## config.mk

```make
export PLATFORM = sky130hd
export DESIGN_NAME = wlan_beacon_probe_frame_builder_unit
export DESIGN_NICKNAME = d
export VERILOG_FILES = /design/src/hw/rtl/wbpfb_pkg.sv /design/src/hw/rtl/wlan_beacon_probe_frame_builder_unit.sv
export SDC_FILE = /design/constraint.sdc
export NUM_CORES = 2
export LEC_CHECK = 0
export BUFFER_PORTS_ARGS = -buffer_cell sky130_fd_sc_hd__clkbuf_2
export CAP_MARGIN = 30
export CORE_MARGIN = 4
export CORE_UTILIZATION = 49
export CTS_CLUSTER_SIZE = 40
export DETAILED_ROUTE_END_ITERATION = 8
export HOLD_SLACK_MARGIN = 0.03
export PLACE_DENSITY = 0.76
export REMOVE_ABC_BUFFERS = 1
export SLEW_MARGIN = 20
export SYNTH_ARGS = -nofsm -noshare
export SYNTH_HDL_FRONTEND = slang
export SYNTH_SLANG_ARGS = --single-unit
```

## constraint.sdc

```tcl
create_clock -name clk_i -period 5.5 [get_ports clk_i]
set_input_delay 1.375 -clock clk_i [delete_from_list [all_inputs] [get_ports clk_i]]
set_output_delay 1.375 -clock clk_i [all_outputs]
set_load 0.02 [all_outputs]
```

## src/hw/rtl/wbpfb_pkg.sv

```systemverilog
`default_nettype none

package wbpfb_pkg;

  localparam int NETWORKS   = 8;
  localparam int SSID_BYTES = 32;

  localparam int SsidWords = (SSID_BYTES + 3) / 4;
  localparam int NetW      = (NETWORKS > 1) ? $clog2(NETWORKS) : 1;
  localparam int WordW     = (SsidWords > 1) ? $clog2(SsidWords) : 1;
  localparam int SAddrW    = NetW + WordW;
  localparam int LenW      = 6;
  localparam int SeqW      = 12;
  localparam int FrameLenW = 7;
  localparam int WordCntW  = 5;
  localparam int HdrBytes  = 38;
  localparam int BeaconTail = 25;
  localparam int ProbeTail  = 19;
  localparam int MinRoom    = 128;

  localparam logic [47:0] BaseMacRst = 48'h24EC4A010203;
  localparam logic [7:0]  ChanRst    = 8'h01;
  localparam logic [7:0]  FcBeacon   = 8'h80;
  localparam logic [7:0]  FcProbe    = 8'h50;
  localparam logic [7:0]  BssidMul   = 8'h13;

  typedef enum logic [1:0] {
    KIND_SSID_BYTE = 2'd0,
    KIND_SSID_LEN  = 2'd1,
    KIND_BEACON    = 2'd2,
    KIND_PROBE     = 2'd3
  } kind_e;

  typedef enum logic [0:0] {
    CFG_BASE_MAC      = 1'b0,
    CFG_RADIO_CHANNEL = 1'b1
  } cfg_reg_e;

  typedef enum logic [1:0] {
    ST_IDLE,
    ST_META,
    ST_EMIT
  } state_e;

  typedef struct packed {
    logic [1:0]  kind;
    logic [2:0]  net_index;
    logic [4:0]  ssid_position;
    logic [7:0]  ssid_byte;
    logic [5:0]  ssid_length;
    logic [47:0] peer_mac;
    logic [63:0] timestamp_us;
    logic [15:0] buffer_room;
  } req_t;

  typedef struct packed {
    logic [31:0] frame_word;
    logic [2:0]  byte_count;
    logic        last;
    logic        error;
  } res_t;

  typedef struct packed {
    logic [LenW-1:0] len;
    logic [SeqW-1:0] seq;
  } meta_t;

  // first transmitted octet ends up in the low byte
  function automatic logic [47:0] mac_rev(input logic [47:0] m);
    return {m[7:0], m[15:8], m[23:16], m[31:24], m[39:32], m[47:40]};
  endfunction

  // rates, ds parameter set, tim (beacon only), extended rates
  function automatic logic [7:0] tail_byte(input logic beacon, input logic [4:0] t,
                                           input logic [7:0] chan);
    logic [4:0] idx;
    logic [7:0] b;
    idx = (!beacon && t >= 5'd13) ? 5'(t + 5'd6) : t;
    case (idx)
      5'd0:  b = 8'h01;
      5'd1:  b = 8'h08;
      5'd2:  b = 8'h82;
      5'd3:  b = 8'h84;
      5'd4:  b = 8'h8B;
      5'd5:  b = 8'h96;
      5'd6:  b = 8'h0C;
      5'd7:  b = 8'h12;
      5'd8:  b = 8'h18;
      5'd9:  b = 8'h24;
      5'd10: b = 8'h03;
      5'd11: b = 8'h01;
      5'd12: b = chan;
      5'd13: b = 8'h05;
      5'd14: b = 8'h04;
      5'd15: b = 8'h00;
      5'd16: b = 8'h01;
      5'd17: b = 8'h00;
      5'd18: b = 8'h00;
      5'd19: b = 8'h32;
      5'd20: b = 8'h04;
      5'd21: b = 8'h30;
      5'd22: b = 8'h48;
      5'd23: b = 8'h60;
      5'd24: b = 8'h6C;
      default: b = 8'h00;
    endcase
    return b;
  endfunction

endpackage

`default_nettype wire

```

## src/hw/rtl/wlan_beacon_probe_frame_builder_unit.sv

```systemverilog
`default_nettype none

// channel       | direction | handshake                       | payload
// request       | in        | start_i, busy_o                 | req_i (req_t)
// result        | out       | result_valid_o (one-cycle strobe) | result_o (res_t)
// configuration | in        | cfg_we_i, cfg_index_i           | cfg_wdata_i
//
// ssid byte and ssid length transactions return nothing
// a frame (57 to 95 bytes) passes through one metadata read/write-back state,
// ST_META, and is then sent as 4-byte output words
// error transactions give their result in the next cycle
// ssid and metadata memories read as zero until written, no clearing pass
// results cannot be stalled; each stays on the ports for one cycle

module wlan_beacon_probe_frame_builder_unit import wbpfb_pkg::*; (
  input  logic        clk_i,
  input  logic        rst_ni,
  input  logic        start_i,
  output logic        busy_o,
  input  req_t        req_i,
  output logic        result_valid_o,
  output res_t        result_o,
  input  logic        cfg_we_i,
  input  logic        cfg_index_i,
  input  logic [47:0] cfg_wdata_i
);

  state_e state_q, state_d;

  logic [47:0] base_mac_q;
  logic [7:0]  chan_q;

  logic [31:0] ssid_mem [NETWORKS*SsidWords];
  logic [NETWORKS*SsidWords-1:0] ssid_vld_q;
  logic [31:0] ssid_rdata_q;
  logic        ssid_rvld_q;
  logic [31:0] ssid_word;
  logic [31:0] ssid_prev_q;
  logic [SAddrW-1:0] ssid_waddr, ssid_raddr;
  logic        ssid_we;

  meta_t       meta_mem [NETWORKS];
  logic [NETWORKS-1:0] meta_vld_q;
  meta_t       meta_rd_q, meta_cur, meta_wdata;
  logic        meta_rvld_q;
  logic        meta_we;
  logic [NetW-1:0] meta_waddr;

  logic            accept, net_ok, len_we, frame_req, err_req, frame_go;
  logic [NetW-1:0] net_a;
  logic [LenW-1:0] len_sat;

  logic [NetW-1:0]      net_q;
  logic                 beacon_q;
  logic [47:0]          client_q;
  logic [63:0]          ts_q;
  logic [LenW-1:0]      len_q;
  logic [SeqW-1:0]      seq_q;
  logic [FrameLenW-1:0] flen_q;
  logic [WordCntW-1:0]  k_q, k_d;

  logic [47:0]          bssid, dest;
  logic [7:0]           bssid_x;
  logic [HdrBytes*8-1:0] hdr;
  logic [31:0]          ssid_win;
  logic [FrameLenW-1:0] ssid_end, rem;
  logic [31:0]          word_d;
  logic [2:0]           cnt_d;
  logic                 last_d;

  logic res_valid_q, res_valid_d;
  res_t res_q, res_d;

  // configuration
  always_ff @(posedge clk_i or negedge rst_ni) begin
    if (!rst_ni) begin
      base_mac_q <= BaseMacRst;
      chan_q     <= ChanRst;
    end else if (cfg_we_i) begin
      case (cfg_reg_e'(cfg_index_i))
        CFG_BASE_MAC:      base_mac_q <= cfg_wdata_i;
        CFG_RADIO_CHANNEL: chan_q     <= cfg_wdata_i[7:0];
        default: ;
      endcase
    end
  end

  // request decode
  assign accept    = start_i && !busy_o;
  assign net_ok    = 32'(req_i.net_index) < NETWORKS;
  assign net_a     = NetW'(req_i.net_index);
  assign ssid_we   = accept && net_ok && (req_i.kind == KIND_SSID_BYTE) &&
                     (32'(req_i.ssid_position) < SSID_BYTES);
  assign len_we    = accept && net_ok && (req_i.kind == KIND_SSID_LEN);
  assign frame_req = accept && net_ok &&
                     ((req_i.kind == KIND_BEACON) || (req_i.kind == KIND_PROBE));
  assign err_req   = frame_req && (32'(req_i.buffer_room) < MinRoom);
  assign frame_go  = frame_req && !err_req;
  assign len_sat   = (32'(req_i.ssid_length) > SSID_BYTES) ? LenW'(SSID_BYTES)
                                                           : req_i.ssid_length;

  // ssid memory, word wide with byte writes
  assign ssid_waddr = {net_a, WordW'(req_i.ssid_position >> 2)};
  assign ssid_raddr = {net_q, WordW'(k_q - WordCntW'(8))};

  always_ff @(posedge clk_i) begin
    if (ssid_we) begin
      if (ssid_vld_q[ssid_waddr]) begin
        ssid_mem[ssid_waddr][8*req_i.ssid_position[1:0] +: 8] <= req_i.ssid_byte;
      end else begin
        ssid_mem[ssid_waddr] <= {24'h0, req_i.ssid_byte} << {req_i.ssid_position[1:0], 3'b000};
      end
    end
    ssid_rdata_q <= ssid_mem[ssid_raddr];
    ssid_prev_q  <= ssid_word;
  end

  always_ff @(posedge clk_i or negedge rst_ni) begin
    if (!rst_ni) begin
      ssid_vld_q  <= '0;
      ssid_rvld_q <= 1'b0;
    end else begin
      if (ssid_we) begin
        ssid_vld_q[ssid_waddr] <= 1'b1;
      end
      ssid_rvld_q <= ssid_vld_q[ssid_raddr];
    end
  end

  assign ssid_word = ssid_rvld_q ? ssid_rdata_q : 32'h0;

  // per network metadata ram: read at accept, written by ssid length and ST_META
  assign meta_we    = len_we || (state_q == ST_META);
  assign meta_waddr = len_we ? net_a : net_q;
  assign meta_cur   = meta_rvld_q ? meta_rd_q : '0;
  always_comb begin
    meta_wdata = '0;
    if (len_we) begin
      meta_wdata.len = len_sat;
    end else begin
      meta_wdata.len = meta_cur.len;
      meta_wdata.seq = SeqW'(meta_cur.seq + SeqW'(1));
    end
  end

  always_ff @(posedge clk_i) begin
    if (meta_we) begin
      meta_mem[meta_waddr] <= meta_wdata;
    end
    if (frame_go) begin
      meta_rd_q <= meta_mem[net_a];
    end
  end

  always_ff @(posedge clk_i or negedge rst_ni) begin
    if (!rst_ni) begin
      meta_vld_q  <= '0;
      meta_rvld_q <= 1'b0;
    end else begin
      if (meta_we) begin
        meta_vld_q[meta_waddr] <= 1'b1;
      end
      if (frame_go) begin
        meta_rvld_q <= meta_vld_q[net_a];
      end
    end
  end

  // frame context
  always_ff @(posedge clk_i) begin
    if (frame_go) begin
      net_q    <= net_a;
      beacon_q <= (req_i.kind == KIND_BEACON);
      client_q <= req_i.peer_mac;
      ts_q     <= req_i.timestamp_us;
    end
    if (state_q == ST_META) begin
      len_q  <= meta_cur.len;
      seq_q  <= meta_cur.seq;
      flen_q <= FrameLenW'(HdrBytes) + FrameLenW'(meta_cur.len) +
                (beacon_q ? FrameLenW'(BeaconTail) : FrameLenW'(ProbeTail));
    end
  end

  // header bytes, byte 0 in the low bits
  assign bssid_x = 8'((32'(net_q) + 32'd1) * 32'(BssidMul));
  assign bssid   = {(base_mac_q[47:40] | 8'h02) & 8'hFE, base_mac_q[39:8],
                    base_mac_q[7:0] ^ bssid_x};
  assign dest    = beacon_q ? 48'hFFFF_FFFF_FFFF : client_q;
  assign hdr     = {{2'b00, len_q}, 8'h00, 8'h04, 8'h21, 8'h00, 8'h64, ts_q,
                    seq_q[11:4], {seq_q[3:0], 4'h0}, mac_rev(bssid), mac_rev(bssid),
                    mac_rev(dest), 24'h0, beacon_q ? FcBeacon : FcProbe};

  // ssid bytes start at frame byte 38, so lanes 0-1 take the upper half of the
  // previous word and lanes 2-3 the lower half of the current one
  assign ssid_win = {ssid_word[15:0], ssid_prev_q[31:16]};
  assign ssid_end = FrameLenW'(HdrBytes) + FrameLenW'(len_q);
  assign rem      = flen_q - {k_q, 2'b00};

  always_comb begin
    logic [FrameLenW-1:0] p;
    logic [5:0]           hp;
    word_d = 32'h0;
    for (int i = 0; i < 4; i++) begin
      p  = {k_q, 2'b00} + FrameLenW'(i);
      hp = (p < FrameLenW'(HdrBytes)) ? p[5:0] : 6'd0;
      if (p < FrameLenW'(HdrBytes)) begin
        word_d[8*i +: 8] = hdr[8*hp +: 8];
      end else if (p < ssid_end) begin
        word_d[8*i +: 8] = ssid_win[8*i +: 8];
      end else if (p < flen_q) begin
        word_d[8*i +: 8] = tail_byte(beacon_q, 5'(p - ssid_end), chan_q);
      end
    end
  end

  assign cnt_d  = (rem >= FrameLenW'(4)) ? 3'd4 : rem[2:0];
  assign last_d = (rem <= FrameLenW'(4));

  // next state
  always_comb begin
    state_d = state_q;
    case (state_q)
      ST_IDLE: if (frame_go) state_d = ST_META;
      ST_META: state_d = ST_EMIT;
      ST_EMIT: if (last_d) state_d = ST_IDLE;
      default: state_d = ST_IDLE;
    endcase
  end

  // outputs
  always_comb begin
    busy_o      = (state_q != ST_IDLE);
    k_d         = k_q;
    res_valid_d = 1'b0;
    res_d       = '0;
    case (state_q)
      ST_IDLE: begin
        if (err_req) begin
          res_valid_d = 1'b1;
          res_d.last  = 1'b1;
          res_d.error = 1'b1;
        end
      end
      ST_META: k_d = '0;
      ST_EMIT: begin
        k_d              = WordCntW'(k_q + WordCntW'(1));
        res_valid_d      = 1'b1;
        res_d.frame_word = word_d;
        res_d.byte_count = cnt_d;
        res_d.last       = last_d;
      end
      default: ;
    endcase
  end

  always_ff @(posedge clk_i or negedge rst_ni) begin
    if (!rst_ni) begin
      state_q     <= ST_IDLE;
      k_q         <= '0;
      res_valid_q <= 1'b0;
    end else begin
      state_q     <= state_d;
      k_q         <= k_d;
      res_valid_q <= res_valid_d;
    end
  end

  always_ff @(posedge clk_i) begin
    res_q <= res_d;
  end

  assign result_valid_o = res_valid_q;
  assign result_o       = res_q;

  a_err_shape: assert property (@(posedge clk_i) disable iff (!rst_ni)
    result_valid_o && result_o.error |-> result_o.last && (result_o.byte_count == 3'd0))
    else $error("error result not a lone last result");

  a_full_words: assert property (@(posedge clk_i) disable iff (!rst_ni)
    result_valid_o && !result_o.last |-> (result_o.byte_count == 3'd4))
    else $error("partial word before end of frame");

  a_frame_start: assert property (@(posedge clk_i) disable iff (!rst_ni)
    start_i && !busy_o && ((req_i.kind == KIND_BEACON) || (req_i.kind == KIND_PROBE)) &&
    (req_i.buffer_room >= 16'(MinRoom)) |=> (state_q == ST_META))
    else $error("frame transaction not started");

  a_meta_to_emit: assert property (@(posedge clk_i) disable iff (!rst_ni)
    (state_q == ST_META) |=> (state_q == ST_EMIT) && (k_q == '0))
    else $error("metadata cycle not followed by output");

endmodule

`default_nettype wire
```

Yosys cells after proc, flatten, opt, wreduce, memory -nomap -nowiden. Memory sizes are Yosys's and may differ from the RTL's. A register that Yosys moved wholly into a read port is not among the register bits. Index checks and enable logic that the tools add are counted.

Bitwise logic cells: 37. $add $sub $neg: 20. $lt $le $gt $ge: 26. Eq/ne operators: 91. Multiply operators: 1. Reduce and logical (&&, ||, !) cells: 37. Muxes and demuxes: 92. Shift operators: 7.

Operators with widths (number): variable part select 304 x 10 -> 8 bit (4); one-hot mux 8 bit (19 select lines) (4); equality test 5 x 4 -> 1 bit, second input constant (28); equality test 5 bit, second input constant (28); 2-to-1 mux 8 bit (13); equality test 5 x 3 -> 1 bit, second input constant (16); bitwise OR 64 bit (1); < comparator 7 bit (8); 2-to-1 mux 48 bit (1); 2-to-1 mux 1 bit (45); equality test 5 x 2 -> 1 bit, second input constant (8); 2-to-1 mux 6 bit (6); negator 5 -> 34 bit (1); variable shift 8 x 34 -> 32 bit, first input constant (1); variable part select 8 x 34 -> 32 bit (1); 2-to-1 mux 32 bit (1); bitwise OR 1 bit (32); << shifter 8 x 5 -> 32 bit (1); < comparator 7 x 6 -> 1 bit, second input constant (4); adder 5 x 3 -> 5 bit, second input constant (4); equality test 5 x 1 -> 1 bit, second input constant (4); greater-or-equal comparator 5 x 4 -> 1 bit, second input constant (4); zero test 5 bit (4); 2-to-1 mux 5 bit (4); 46 further kinds (88).

Output and inout bits: 39. Bits in registers: 332. Input bits: 205. Memories kept: 2. Bits in writable memories: 2192.

Memory list: ssid_mem (depth 64, width 32, rd ports 1, clocked after memory_dff 1, wr ports 1, line wlan_beacon_probe_frame_builder_unit.sv:33) `logic [31:0] ssid_mem [NETWORKS*SsidWords];`; meta_mem (depth 8, width 18, rd ports 1, clocked after memory_dff 1, wr ports 1, line wlan_beacon_probe_frame_builder_unit.sv:42) `meta_t meta_mem [NETWORKS];`.

Longest topological paths before layout.
Word-level depth: 11. Mapped depth: 19.

Worst setup path before layout. No wires, ideal clock.

Path kind: in2reg. Start point: in req_i[144] (netlist bit). End point: mem ssid_mem[0][10] (data pin). Setup slack: 0.074 ns. Arrival: 4.927 ns. Stages on the path: 11. Cell sequence: buf_2 > buf_2 > mux2i_1 > nor3b_1 > a211o_1 > a222oi_1 > and4_1 > buf_2 > nand2b_2 > mux2_4 > nor2_1.

Word-level cells in the longest chain between the ends: 6.

RTL lines: from (decl) (line wlan_beacon_probe_frame_builder_unit.sv:20) `input req_t req_i,`; binary-select mux 1 bit (select 6 bit) (line wlan_beacon_probe_frame_builder_unit.sv:108) `if (ssid_vld_q[ssid_waddr]) begin`; 2-to-1 mux 1 bit (not written as such) (line wlan_beacon_probe_frame_builder_unit.sv:108); 2-to-1 mux 1 bit (line wlan_beacon_probe_frame_builder_unit.sv:108); 2-to-1 mux 1 bit (line wlan_beacon_probe_frame_builder_unit.sv:107) `if (ssid_we) begin`; 2-to-1 mux 1 bit (not written as such) (line wlan_beacon_probe_frame_builder_unit.sv:111) `ssid_mem[ssid_waddr] <= {24'h0, req_i.ssid_byte} << {req_i.ssid_position[1:0], 3'b000};`; 2-to-1 mux 1 bit (no line); to (decl) (line wlan_beacon_probe_frame_builder_unit.sv:33).

No other way between the ends. The select of a mux whose other input is x is not followed.

Worst setup path after layout.
Start point: reg net_q[2]. End point: reg res_q, in the netlist result_o[35].

Word-level cells in the longest chain between the ends: 5.

RTL lines: from (decl) (line wlan_beacon_probe_frame_builder_unit.sv:53) `logic [NetW-1:0] net_q;`; from (signal assigned) (line wlan_beacon_probe_frame_builder_unit.sv:172) `net_q <= net_a;`; adder 3 x 1 -> 4 bit (line wlan_beacon_probe_frame_builder_unit.sv:186) `assign bssid_x = 8'((32'(net_q) + 32'd1) * 32'(BssidMul));`; multiplier 4 x 5 -> 8 bit (line wlan_beacon_probe_frame_builder_unit.sv:186); bitwise XOR 8 bit (line wlan_beacon_probe_frame_builder_unit.sv:188) `base_mac_q[7:0] ^ bssid_x};`; variable part select 304 x 10 -> 8 bit (line wlan_beacon_probe_frame_builder_unit.sv:208) `word_d[8*i +: 8] = hdr[8*hp +: 8];`; 2-to-1 mux 8 bit (line wlan_beacon_probe_frame_builder_unit.sv:207) `if (p < FrameLenW'(HdrBytes)) begin`; to (signal assigned) (line wlan_beacon_probe_frame_builder_unit.sv:270) `res_q <= res_d;`; to (decl) (line wlan_beacon_probe_frame_builder_unit.sv:72) `res_t res_q, res_d;`.

No other way between the ends. A chain may end at the register's enable or synchronous reset.

==> metrics.yaml <==
track_usage_pct: 25.7
ant_nets: 0
die_area_um2: 220000
grt_pass1_vias: 56400
synth.distinct_cells: 106
power_frac_seq_pct: 46.0
power_density_nw_per_um2: 418
clk_latency_ns: 0.88
synth_top_cell_by_area: "edfxtp_1"
final.setup.worst_slack_ns: 0.766
syn_inst: 5429
min_path_cells: 1
gp_congestion: 0.996
core_um2: 210000
startpoint_type: "register"
cts_buffer_depth: 3
routed_wl_um: 283000
antenna_found_initial: 33
drtIter0Drc: 8529
post-route-min-period_ns: 4.73
cp-end-kind: "register"
cp.required_ns: 6.12
ir_worst_vdd_uv: 376
switching_power_w: 0.0139
ys_ff_latch: 2572
switching_share_pct: 28.1
worstMarginPinSlew_ns: 1.08
cts_tree: "done"
p_leak_nw: 39.1
r2r_cells: 12
yosys_warnings: 0
drive_above_1_share_pct: 28.8
ctsHtreeMaxLevel: 4
status: "finished clean"
avgSynthCellArea_um2: 19.2
portBuffers: 234
cts_sinks: 2572
finalSetupViolations: 0
fill_cells: 15200
start_util_pct: 49.4
cp_max_fo: 37
via_count: 57300
die_y_um: 469
post-place-ws_ns: 0.347
wl_per_cell_um: 31.7
cts_resized: 0
synth_flop_cell: "edfxtp_1"
synth_area_leaders: "edfxtp_1, mux4_2, dfrtp_1"
pwr-share-comb_pct: 20.2
grt-ovfl-total: 0
grt_max_degree: 155
ys_async_sr_fraction_pct: 5.29
fin_worst_skew_ns: 0.0641
crit_arrival_ns: 5.36
synth_edf_count: 2351
clkPwrFrac_pct: 33.8
max_slew_margin_pct: 27.7
drv_cap: 0
fmax_mhz: 211
cts_hold_buf: 0
dp_hpwl_um: 179000
rsz0062_at_grt: "false"
grt_pass1_wl_um: 407000
reg2reg_setup_slack_ns: 0.77
hp-class: "reg2reg"
slew_violations: 0
fp.dieW_um: 469
top_level_ports: 244
clockRootBuffer: "clkbuf_16"
holdPathEnd: "meta_vld_q[3]"
synth_top_cell_area_share_pct: 67.9
post-route-period-util_pct: 86.1
final_nets: 6149
remaining_drc_errors: 0
routed_via_density: 6.43
area_delta_synth_final_pct: 13.6
syn-cell-area_um2: 104000
crit_start: "net_q[2]"
cts_buffers: 236
path_class: "reg2reg"
rows: 168
r2r-start: "net_q[2]"
total_power_w: 0.0494
hold_viol: 0
ys_seq_area_share_pct: 72.8
cts_setup_buffers: 0
internal-power_w: 0.0355
cts.clk_slew.worst_paths_ns: 0.06
hp-start: "meta_vld_q[3]"
r2r-end: "result_o[35]"
first_pass_iters: 9
==> how the worst max path moves through the flow <==
stage	to	cells past startpoint
CTS	result_o[7]	13
global placement	ssid_mem[32][24]	11
finish	result_o[35]	12
detailed placement	ssid_mem[35][24]	11
global route	result_o[7]	13
floorplan	result_o[25]	11
==> power by group through the flow <==
stage	clock (W)	combinational, W	sequential [W]
2_1_floorplan	0	0.00752	0.0232
4_1_cts	0.0169	0.00986	0.0227
6_report	0.0167	0.00998	0.0227
3_3_place_gp	0	0.00964	0.0231
3_5_place_dp	0	0.00977	0.0231
5_1_grt	0.0178	0.0106	0.0227
==> layout by cell type, fill, tap and decap left out, drive strengths merged, types with 41 or more instances in the layout <==
master     n
nor2     448
ha        58
dfxtp     85
mux4     707
nand2b    79
a22oi     81
a21oi    102
and2      50
clkinv    88
buf      288
inv       62
nand2    228
edfxtp  2351
mux2      64
dfrtp    121
o21ai    106
clkbuf   543
nor3      41
==> Yosys cell counts (78+ instances only) <==
cell / count
edfxtp_1: 2351
a21oi_1: 100
o21ai_0: 105
a22oi_1: 80
dfrtp_1: 121
dfxtp_1: 85
nor2_1: 443
nand2_1: 228
nand2b_1: 78
buf_2: 104
clkbuf_1: 163
mux4_2: 707
==> cells by family (layout without fill, tap and decap cells) <==
family	count (synthesis)	count (layout)	share of synthesized area, %
AOI/OAI and AO/OA	564	564	3.79
xor gates and xnor gates	43	43	0.369
buffers and inverters	363	1023	1.48
muxes	797	797	16.3
DFF	2572	2572	72.8
and+or+nand+nor	1029	1029	4.55
other	0	25	0
adders and majority gates	61	61	0.755
==> cell type report <==
class | instances | area [µm²] | share of cell area, %
multi-input combinational | 2494 | 27100 | 22.9
tap | 2805 | 3510 | 2.97
inverter | 57 | 219 | 0.185
sequential | 2572 | 75700 | 64.1
clock buffer | 309 | 6400 | 5.41
timing repair buffer | 522 | 3670 | 3.10
antenna | 25 | 62.6 | 0.0529
clock inverter | 135 | 1540 | 1.31
==> sequential cells by signal (all words and copies together) (netlist names), 2 cells and up <==
signal and flops:
base_mac_q 46, chan_q 8, client_q 48, flen_q 7, k_q 5, len_q 6
meta_mem 144, meta_rd_q 18, meta_vld_q 8, net_q 3, result_o 37, seq_q 12
ssid_mem 2048, ssid_prev_q 16, ssid_rdata_q 32, ssid_vld_q 64, state_q 2, ts_q 64
==> per-stage QoR <==
| stage | cell area (µm²) | instances | TNS, ns | utilization [%] | hold slack [ns] |
|---|---|---|---|---|---|
| after global placement | 110000 | 8441 | 0 | 52.3 | 0.449 |
| final | 118000 | 8919 | 0 | 56.2 | 0.473 |
| after floorplan | 103000 | 5123 | -1663.14 | - | 0.412 |
| after detailed placement | 110000 | 8445 | 0 | 52.3 | 0.458 |
| after CTS | 118000 | 8889 | 0 | 56.1 | 0.473 |
| after global routing | 118000 | 8899 | 0 | 56.2 | 0.495 |
==> metal layers <==
| metal | GRT usage, % | vias up | part of all wire [%] |
|---|---|---|---|
| met1 | 35.1 | 29500 | 37 |
| met5 | 0 | - | 0.030 |
| met4 | 11.9 | 12 | 5.1 |
| li1 | - | 23100 | - |
| met3 | 6.88 | 672 | 12 |
| met2 | 39.0 | 4003 | 46 |
==> worst max-delay path: stages (launching register included) <==
cell and delay (ns):
edfxtp_1 0.36, buf_4 0.61, nand2_1 0.37, nor2_1 0.29
ha_1 0.29, ha_1 0.20, ha_1 0.32, a21o_1 0.19
a21oi_1 0.18, xnor2_1 0.22, a211oi_1 0.12, or4_1 0.55
a31oi_1 0.77
No activity file was read; power rests on OpenSTA's default activity.
